`src/design/lfe_pkg.sv`:
```
// Shared types, constants and the B3/S23 rule function for the life row engine.
`default_nettype none

package lfe_pkg;

    localparam int ROW_W           = 64;
    localparam int COLS_W          = 7;
    localparam int MAX_COLUMNS_DEF = 64;
    localparam logic [COLS_W-1:0] COLS_RESET = 7'd64;
    localparam int FIFO_DEPTH      = 4;

    localparam logic [3:0] BIRTH_COUNT   = 4'd3;
    localparam logic [3:0] SURVIVE_COUNT = 4'd2;

    typedef struct packed {
        logic [ROW_W-1:0] row_cells;
        logic             first_row;
        logic             last_row;
    } t_lfe_in;

    typedef struct packed {
        logic [ROW_W-1:0] next_row_cells;
        logic             last_of_grid;
    } t_lfe_out;

    // Per-cycle control broadcast along the cell chain.
    typedef struct packed {
        logic take;   // input request accepted this cycle
        logic open;   // no row above: first row or nothing pending
        logic last;   // accepted row is the bottom row
    } t_lfe_ctl;

    // nbr holds the eight neighbors; center is the cell itself.
    function automatic logic lfe_rule(input logic [7:0] nbr, input logic center);
        logic [3:0] cnt;
        cnt = 4'd0;
        for (int k = 0; k < 8; k++) begin
            cnt = cnt + {3'd0, nbr[k]};
        end
        return (cnt == BIRTH_COUNT) || ((cnt == SURVIVE_COUNT) && center);
    endfunction

endpackage

`default_nettype wire

```
`src/design/lfe_cell.sv`:
```
// One column cell: holds the above and pending bits and evaluates both candidate results.
`default_nettype none

module lfe_cell (
    input  wire logic              i_clk,
    input  wire lfe_pkg::t_lfe_ctl i_ctl,
    input  wire logic              i_en,
    input  wire logic              i_in_bit,
    input  wire logic              i_in_l,
    input  wire logic              i_in_r,
    input  wire logic              i_above_l,
    input  wire logic              i_above_r,
    input  wire logic              i_pend_l,
    input  wire logic              i_pend_r,
    output logic                   o_in_bit,
    output logic                   o_above,
    output logic                   o_pend,
    output logic                   o_res_mid,
    output logic                   o_res_last
);

    logic r_above;
    logic r_pend;
    logic n_above;
    logic n_pend;
    logic w_new_above;

    assign o_in_bit = i_in_bit & i_en;
    assign o_above  = r_above & i_en;
    assign o_pend   = r_pend & i_en;

    // Row above the incoming row: the pending bit, dead when the row is first or nothing is pending.
    assign w_new_above = o_pend & ~i_ctl.open;

    // Next state of the pending row, completed by the incoming row.
    assign o_res_mid = i_en & lfe_pkg::lfe_rule(
        {i_above_l, o_above, i_above_r, i_pend_l, i_pend_r, i_in_l, o_in_bit, i_in_r},
        o_pend);

    // Next state of the incoming row with a dead row below.
    assign o_res_last = i_en & lfe_pkg::lfe_rule(
        {i_pend_l & ~i_ctl.open, w_new_above, i_pend_r & ~i_ctl.open,
         i_in_l, i_in_r, 1'b0, 1'b0, 1'b0},
        o_in_bit);

    always_comb begin
        n_above = r_above;
        n_pend  = r_pend;
        if (i_ctl.take) begin
            if (i_ctl.last) begin
                n_above = 1'b0;
                n_pend  = 1'b0;
            end else begin
                n_above = w_new_above;
                n_pend  = o_in_bit;
            end
        end
    end

    always_ff @(posedge i_clk) begin
        r_above <= n_above;
        r_pend  <= n_pend;
    end

endmodule

`default_nettype wire

```
`src/design/lfe_out_fifo.sv`:
```
// Small result queue taking up to two results per cycle and releasing one per cycle unless stalled.
`default_nettype none

module lfe_out_fifo (
    input  wire logic              i_clk,
    input  wire logic              i_rst_n,
    input  wire logic              i_push0,
    input  wire logic              i_push1,
    input  wire lfe_pkg::t_lfe_out i_data0,
    input  wire lfe_pkg::t_lfe_out i_data1,
    input  wire logic              i_stall,
    output logic                   o_valid,
    output lfe_pkg::t_lfe_out      o_data,
    output logic                   o_almost_full
);

    localparam int PTR_W = $clog2(lfe_pkg::FIFO_DEPTH);
    localparam int CNT_W = $clog2(lfe_pkg::FIFO_DEPTH + 1);

    lfe_pkg::t_lfe_out r_mem [lfe_pkg::FIFO_DEPTH];
    logic [PTR_W-1:0] r_wr_ptr;
    logic [PTR_W-1:0] r_rd_ptr;
    logic [CNT_W-1:0] r_count;
    logic [PTR_W-1:0] n_wr_ptr;
    logic [PTR_W-1:0] n_rd_ptr;
    logic [CNT_W-1:0] n_count;
    logic             w_pop;

    assign o_valid       = (r_count != '0);
    assign o_data        = r_mem[r_rd_ptr];
    assign w_pop         = o_valid & ~i_stall;
    // Room for two more results is needed before a row is taken.
    assign o_almost_full = (r_count > CNT_W'(lfe_pkg::FIFO_DEPTH - 2));

    always_comb begin
        n_wr_ptr = r_wr_ptr + PTR_W'({1'b0, i_push0}) + PTR_W'({1'b0, i_push1});
        n_rd_ptr = r_rd_ptr + PTR_W'({1'b0, w_pop});
        n_count  = r_count + CNT_W'({1'b0, i_push0}) + CNT_W'({1'b0, i_push1})
                   - CNT_W'({1'b0, w_pop});
    end

    always_ff @(posedge i_clk) begin
        if (i_push0) begin
            r_mem[r_wr_ptr] <= i_data0;
        end
        if (i_push1) begin
            r_mem[r_wr_ptr + PTR_W'(1)] <= i_data1;
        end
    end

    always_ff @(posedge i_clk) begin
        if (!i_rst_n) begin
            r_wr_ptr <= '0;
            r_rd_ptr <= '0;
            r_count  <= '0;
        end else begin
            r_wr_ptr <= n_wr_ptr;
            r_rd_ptr <= n_rd_ptr;
            r_count  <= n_count;
        end
    end

endmodule

`default_nettype wire

```
`src/design/life_generation_row_engine_unit.sv`:
```
// Top level of the Game of Life (B3/S23) row engine: cell chain, control and result queue.
`default_nettype none

// Takes one grid row per request, top to bottom, and returns the next generation of
// the row before it; a row marked last also returns its own next state, flagged with
// last_of_grid. A chain of MAX_COLUMNS column cells holds the previous two rows and
// evaluates every column side by side combinationally, so a row is taken every cycle
// while the input is not stalled. Results are registered in a four-entry queue when
// their row is taken. A bottom row yields up to two results, but the first row of a
// grid yields none, so the one-result-per-cycle output keeps up while not stalled and
// rows flow back to back; the input stalls only while the queue holds three or more
// results, which happens only when the output is stalled. A row marked first drops
// any unfinished grid. Columns at or above columns_in_use (reset 64) read and write
// as dead; the register may be written only while no request is in flight.
module life_generation_row_engine_unit #(
    parameter int MAX_COLUMNS = lfe_pkg::MAX_COLUMNS_DEF
) (
    input  wire logic                       i_clk,
    input  wire logic                       i_rst_n,
    input  wire logic                       i_in_valid,
    output logic                            o_in_stall,
    input  wire lfe_pkg::t_lfe_in           i_in_data,
    output logic                            o_out_valid,
    input  wire logic                       i_out_stall,
    output lfe_pkg::t_lfe_out               o_out_data,
    input  wire logic                       i_cfg_we,
    input  wire logic [lfe_pkg::COLS_W-1:0] i_cfg_wdata
);

    logic [lfe_pkg::COLS_W-1:0] r_cols;
    logic                       r_pend_valid;
    logic                       n_pend_valid;
    logic [lfe_pkg::COLS_W-1:0] w_cols_eff;
    logic                       w_accept;
    logic                       w_almost_full;
    logic                       w_push0;
    logic                       w_push1;
    lfe_pkg::t_lfe_ctl          w_ctl;
    lfe_pkg::t_lfe_out          w_data0;
    lfe_pkg::t_lfe_out          w_data1;

    logic [MAX_COLUMNS-1:0]     w_en;
    logic [MAX_COLUMNS+1:0]     w_in_m;
    logic [MAX_COLUMNS+1:0]     w_above;
    logic [MAX_COLUMNS+1:0]     w_pend;
    logic [lfe_pkg::ROW_W-1:0]  w_res_mid;
    logic [lfe_pkg::ROW_W-1:0]  w_res_last;

    assign w_cols_eff = (r_cols > lfe_pkg::COLS_W'(MAX_COLUMNS))
                        ? lfe_pkg::COLS_W'(MAX_COLUMNS) : r_cols;

    assign o_in_stall = w_almost_full;
    assign w_accept   = i_in_valid & ~o_in_stall;

    assign w_ctl.take = w_accept;
    assign w_ctl.open = i_in_data.first_row | ~r_pend_valid;
    assign w_ctl.last = i_in_data.last_row;

    // Dead columns beyond both ends of the chain.
    assign w_in_m[0]               = 1'b0;
    assign w_in_m[MAX_COLUMNS+1]   = 1'b0;
    assign w_above[0]              = 1'b0;
    assign w_above[MAX_COLUMNS+1]  = 1'b0;
    assign w_pend[0]               = 1'b0;
    assign w_pend[MAX_COLUMNS+1]   = 1'b0;

    for (genvar c = 0; c < MAX_COLUMNS; c++) begin : g_cell
        assign w_en[c] = (lfe_pkg::COLS_W'(c) < w_cols_eff);

        lfe_cell u_cell (
            .i_clk     (i_clk),
            .i_ctl     (w_ctl),
            .i_en      (w_en[c]),
            .i_in_bit  (i_in_data.row_cells[c]),
            .i_in_l    (w_in_m[c]),
            .i_in_r    (w_in_m[c+2]),
            .i_above_l (w_above[c]),
            .i_above_r (w_above[c+2]),
            .i_pend_l  (w_pend[c]),
            .i_pend_r  (w_pend[c+2]),
            .o_in_bit  (w_in_m[c+1]),
            .o_above   (w_above[c+1]),
            .o_pend    (w_pend[c+1]),
            .o_res_mid (w_res_mid[c]),
            .o_res_last(w_res_last[c])
        );
    end

    if (MAX_COLUMNS < lfe_pkg::ROW_W) begin : g_dead_hi
        assign w_res_mid[lfe_pkg::ROW_W-1:MAX_COLUMNS]  = '0;
        assign w_res_last[lfe_pkg::ROW_W-1:MAX_COLUMNS] = '0;
    end

    // Pending row's result goes first; the bottom row's own result follows.
    assign w_push0 = w_accept & (~w_ctl.open | w_ctl.last);
    assign w_push1 = w_accept & ~w_ctl.open & w_ctl.last;

    assign w_data0.next_row_cells = w_ctl.open ? w_res_last : w_res_mid;
    assign w_data0.last_of_grid   = w_ctl.open;
    assign w_data1.next_row_cells = w_res_last;
    assign w_data1.last_of_grid   = 1'b1;

    lfe_out_fifo u_fifo (
        .i_clk        (i_clk),
        .i_rst_n      (i_rst_n),
        .i_push0      (w_push0),
        .i_push1      (w_push1),
        .i_data0      (w_data0),
        .i_data1      (w_data1),
        .i_stall      (i_out_stall),
        .o_valid      (o_out_valid),
        .o_data       (o_out_data),
        .o_almost_full(w_almost_full)
    );

    always_comb begin
        n_pend_valid = r_pend_valid;
        if (w_accept) begin
            n_pend_valid = ~i_in_data.last_row;
        end
    end

    always_ff @(posedge i_clk) begin
        if (!i_rst_n) begin
            r_cols       <= lfe_pkg::COLS_RESET;
            r_pend_valid <= 1'b0;
        end else begin
            r_pend_valid <= n_pend_valid;
            if (i_cfg_we) begin
                r_cols <= i_cfg_wdata;
            end
        end
    end

endmodule

`default_nettype wire

```
`config.mk`:
```
export PLATFORM = sky130hd
export DESIGN_NAME = life_generation_row_engine_unit
export DESIGN_NICKNAME = d
export VERILOG_FILES = /design/src/design/lfe_pkg.sv /design/src/design/lfe_cell.sv /design/src/design/lfe_out_fifo.sv /design/src/design/life_generation_row_engine_unit.sv
export SDC_FILE = /design/constraint.sdc
export NUM_CORES = 2
export LEC_CHECK = 0
export BUFFER_PORTS_ARGS = -buffer_cell sky130_fd_sc_hd__buf_2
export CAP_MARGIN = 20
export CORE_AREA = 2 2 272 274
export CTS_CLUSTER_SIZE = 14
export DETAILED_ROUTE_END_ITERATION = 6
export DIE_AREA = 0 0 274 276
export PLACE_DENSITY = 0.81
export SETUP_SLACK_MARGIN = 0.3
export SYNTH_ARGS = -nofsm -noshare
export SYNTH_HDL_FRONTEND = slang
export SYNTH_HIERARCHICAL = 1
export SYNTH_SLANG_ARGS = --single-unit
```
`constraint.sdc`:
```
create_clock -name i_clk -period 27.2 [get_ports i_clk]
set_input_delay 2.72 -clock i_clk [delete_from_list [all_inputs] [get_ports i_clk]]
set_output_delay 2.72 -clock i_clk [all_outputs]
set_load 0.02 [all_outputs]
```
==> metrics.log <==
[metrics] Reg area: 0.0120 mm2
[metrics] maximum fanout along the worst path: 105
[metrics] register area share after synthesis: 30.6%
[metrics] global-route wire length before repair: 147000 um
[metrics] Slew Limit Headroom: 23.2%
[metrics] Net count, final: 4398
[metrics] Area Overhead vs Synth: 8.41%
[metrics] register clock-pin slew on the reported worst setup and hold paths: 60 ps
[metrics] pin count of the biggest net entering global routing: 106
[metrics] proportion of synthesized flip-flops having asynchronous set or reset: 0%
[metrics] number of synthesized flops with an enable pin: 388
[metrics] Synth Register Bits: 403
[metrics] setup repair after global routing missed its margin: false
[metrics] cts bufs inserted: 47
[metrics] die footprint: 0.0756 mm2
[metrics] multi-input logic area: 0.0236 mm2
[metrics] Distinct cells, synth: 57
[metrics] Worst Setup Slack, final: 20540 ps
[metrics] number of failing setup endpoints in the final timing report: 0
[metrics] start-to-end type of the worst setup path: in2reg
[metrics] dominant cell by count in the synthesized netlist: sky130_fd_sc_hd__inv_1
[metrics] slew at the pin closest to its max-slew limit: 1150 ps
[metrics] DRC violation count after routing: 0
[metrics] top post-synthesis cells by count: sky130_fd_sc_hd__inv_1, sky130_fd_sc_hd__edfxtp_1, sky130_fd_sc_hd__fa_1
[metrics] overall overflow remaining after global route: 0
[metrics] number of vias per cell: 5.46
[metrics] Post-Route WL: 92200 um
[metrics] Post CTS Setup Buffer Count: 0
[metrics] required time at the worst-slack endpoint: 27550 ps
[metrics] final core utilization: 58.3%
[metrics] HPWL after detailed placement: 66400 um
[metrics] Synth Warn #: 6
[metrics] data arrival at the endpoint of the critical path: 7010 ps
[metrics] TritonRoute pass-1 iters: 5
[metrics] gr usage total: 24.8%
[metrics] beginning of the worst register-to-register path: r_cols[2]
[metrics] end point of the critical path: u_fifo/r_mem[3][12]
[metrics] clock buffer depth: 3
[metrics] final-layout fill cell count: 5783
[metrics] CTS Sinks: 403
[metrics] Boundary Pins: 145
[metrics] placer congestion estimate: 0.870
[metrics] leakage component of the power: 20.2 nW
[metrics] Antenna Nets Post-Route: 0
[metrics] vias: 25500
[metrics] CP startpoint: i_in_data[1]
[metrics] total standard cell area after synthesis: 0.0390 mm2
[metrics] worst setup slack for register-to-register paths: 21150 ps
[metrics] Peak supply drop: 0.117 mV
[metrics] clock root buffer: sky130_fd_sc_hd__clkbuf_16
[metrics] fin crit share: 24.5%
[metrics] fraction of synthesized cell area taken by the top area cell type: 29.9%
[metrics] Pwr Density: 79.8 mW/mm2
[metrics] count of instances resized after the clock tree is built: 0
[metrics] cell type with the largest total area after synthesis: sky130_fd_sc_hd__edfxtp_1
[metrics] leading register cell type out of synthesis: sky130_fd_sc_hd__edfxtp_1
[metrics] Final min period: 6660 ps
[metrics] Post-Place Setup Slack: 20030 ps
[metrics] Setup Skew: 26.3 ps
[metrics] Setup TNS: 0 ps
[metrics] top post-synthesis cells by area: sky130_fd_sc_hd__edfxtp_1, sky130_fd_sc_hd__fa_1, sky130_fd_sc_hd__ha_1, sky130_fd_sc_hd__inv_1, sky130_fd_sc_hd__mux2_2
[metrics] Gate Count Post-Synth: 3511
[metrics] drt first-iter violations: 1749
[metrics] initial core utilization: 53.8%
[metrics] final worst hold slack: 543 ps
[metrics] Final Hold Viols: 0
[metrics] outcome: completed
[metrics] mean cell area of the mapped netlist: 11.1 um2
[metrics] Fmax: 150 MHz
[metrics] worst reg-to-reg path cell count: 16
[metrics] TritonCTS clock tree: done
[metrics] antenna violations before repair: 4
[metrics] site row count: 99
[metrics] Cell Count, Final, Fillers Out: 4674
[metrics] detail-routed net length per standard cell: 19.7 um
[metrics] fraction of layout instances using a drive strength above 1: 21.4%
[metrics] H-tree depth: 2
[metrics] FF-to-FF End: u_fifo/r_mem[1][56]
[metrics] depth of the worst hold-timing path: 2
[metrics] horizontal extent of the die: 274 um
[metrics] clk_lat worst skew: 610 ps
[metrics] Hold/Removal Path Class: reg2reg
[metrics] category of the worst setup path capture point: flop
[metrics] placed instance count: 4584
[metrics] count of buffers inserted at the top-level ports: 144
[metrics] number of buffers inserted for hold repair after clock tree synthesis: 0
[metrics] Final Max Slew Viols: 0
[metrics] number of global-route vias before repair: 27300
[metrics] die height: 276 um
[metrics] core region area: 0.0726 mm2
[metrics] maximum capacitance violations: 0
[metrics] startpoint type of the worst setup path: input pin
-- flip-flops by register name, summed over array words and instances (netlist names) --
register / cells
r_pend_valid: 1
u_fifo/r_count: 3
u_fifo/r_rd_ptr: 2
r_cols: 7
g_cell.u_cell/r_pend: 64
u_fifo/r_wr_ptr: 2
u_fifo/r_mem: 260
g_cell.u_cell/r_above: 64
-- placed cells by master, fill, tap and decap left out, types with 3 or more instances in the layout --
| cell type | n |
|---|---|
| sky130_fd_sc_hd__nor2b_4 | 3 |
| sky130_fd_sc_hd__o2111ai_1 | 63 |
| sky130_fd_sc_hd__ha_1 | 259 |
| sky130_fd_sc_hd__inv_1 | 844 |
| sky130_fd_sc_hd__a21oi_1 | 73 |
| sky130_fd_sc_hd__buf_2 | 143 |
| sky130_fd_sc_hd__nor2b_1 | 70 |
| sky130_fd_sc_hd__fa_1 | 387 |
| sky130_fd_sc_hd__dfxtp_1 | 13 |
| sky130_fd_sc_hd__buf_4 | 24 |
| sky130_fd_sc_hd__nor2_1 | 71 |
| sky130_fd_sc_hd__bufinv_16 | 3 |
| sky130_fd_sc_hd__mux4_2 | 65 |
| sky130_fd_sc_hd__mux2_1 | 50 |
| sky130_fd_sc_hd__o21bai_2 | 6 |
| sky130_fd_sc_hd__nand3_1 | 3 |
| sky130_fd_sc_hd__o21bai_1 | 5 |
| sky130_fd_sc_hd__mux2_2 | 235 |
| sky130_fd_sc_hd__nand3b_1 | 66 |
| sky130_fd_sc_hd__clkbuf_16 | 48 |
| sky130_fd_sc_hd__nand2b_1 | 195 |
| sky130_fd_sc_hd__nand2_1 | 275 |
| sky130_fd_sc_hd__clkinv_1 | 10 |
| sky130_fd_sc_hd__o21ai_0 | 27 |
| sky130_fd_sc_hd__nand2b_4 | 63 |
| sky130_fd_sc_hd__inv_6 | 3 |
| sky130_fd_sc_hd__conb_1 | 12 |
| sky130_fd_sc_hd__nor3_1 | 66 |
| sky130_fd_sc_hd__nor2_2 | 65 |
| sky130_fd_sc_hd__and2_1 | 8 |
| sky130_fd_sc_hd__mux2_4 | 39 |
| sky130_fd_sc_hd__mux2i_1 | 8 |
| sky130_fd_sc_hd__edfxtp_1 | 388 |
| sky130_fd_sc_hd__and2_4 | 63 |
| sky130_fd_sc_hd__clkbuf_1 | 8 |
| sky130_fd_sc_hd__clkinv_2 | 10 |
-- worst max-delay path: stages --
cell	delay (ps)
sky130_fd_sc_hd__buf_2	100
sky130_fd_sc_hd__nor2b_4	30
sky130_fd_sc_hd__buf_4	270
sky130_fd_sc_hd__inv_4	610
sky130_fd_sc_hd__buf_4	870
sky130_fd_sc_hd__nand2b_1	240
sky130_fd_sc_hd__fa_1	450
sky130_fd_sc_hd__fa_1	420
sky130_fd_sc_hd__inv_1	80
sky130_fd_sc_hd__ha_1	220
sky130_fd_sc_hd__nand2_1	80
sky130_fd_sc_hd__nor3_1	100
sky130_fd_sc_hd__mux2_2	300
sky130_fd_sc_hd__mux2_2	270
-- report_power, final --
part / internal (mW) / leakage, nW / switching [mW]
Sequential: 0.820 / 3.80 / 0.0465
Combinational: 0.819 / 15.7 / 1.06
Clock: 0.358 / 0.737 / 0.276
-- stage by stage --
stage / cell area (um2) / power [mW]
after floorplan: 39100 / 2.28
after global placement: 40800 / 2.64
after detailed placement: 40800 / 2.74
after CTS: 42300 / 3.40
after global routing: 42300 / 3.67
final: 42300 / 3.38
-- metal layers --
metal	vias to the layer above	part of all wire, %	global-route usage (%)
met3	176	6.3	4.41
li1	11700	-	-
met2	709	48	41.3
met1	12900	42	32.8
met4	4	3.3	8.44
met5	-	0.023	0
-- worst min path at each step --
stage                            start            to
after floorplan           r_pend_valid  r_pend_valid
after global routing      r_pend_valid  r_pend_valid
after global placement    r_pend_valid  r_pend_valid
after detailed placement  r_pend_valid  r_pend_valid
after CTS                 r_pend_valid  r_pend_valid
final                     r_pend_valid  r_pend_valid
-- cell type report --
class                           count  area share, %
Sequential cell                   403           28.3
Antenna cell                        2         0.0118
Inverter                          846           7.51
Clock inverter                     30          0.577
Tap cell                          959           2.84
Timing Repair Buffer              168           2.14
Multi-Input combinational cell   2208           55.7
Clock buffer                       58           2.97
-- cell families (layout without fill, tap and decap cells) --
kind of cell / count (synthesis) / count (layout) / synth area share [%]
adders and majority gates: 646 / 646 / 28.2
DFF: 403 / 403 / 30.6
xor gates and xnor gates: 3 / 3 / 0.0673
other: 2 / 14 / 0.0192
muxes: 397 / 397 / 13.7
and+or+nand+nor: 961 / 961 / 14.9
AOI/OAI and AO/OA: 189 / 189 / 3.25
buffers and inverters: 910 / 1102 / 9.28
Power figures use the tool's default switching activity.
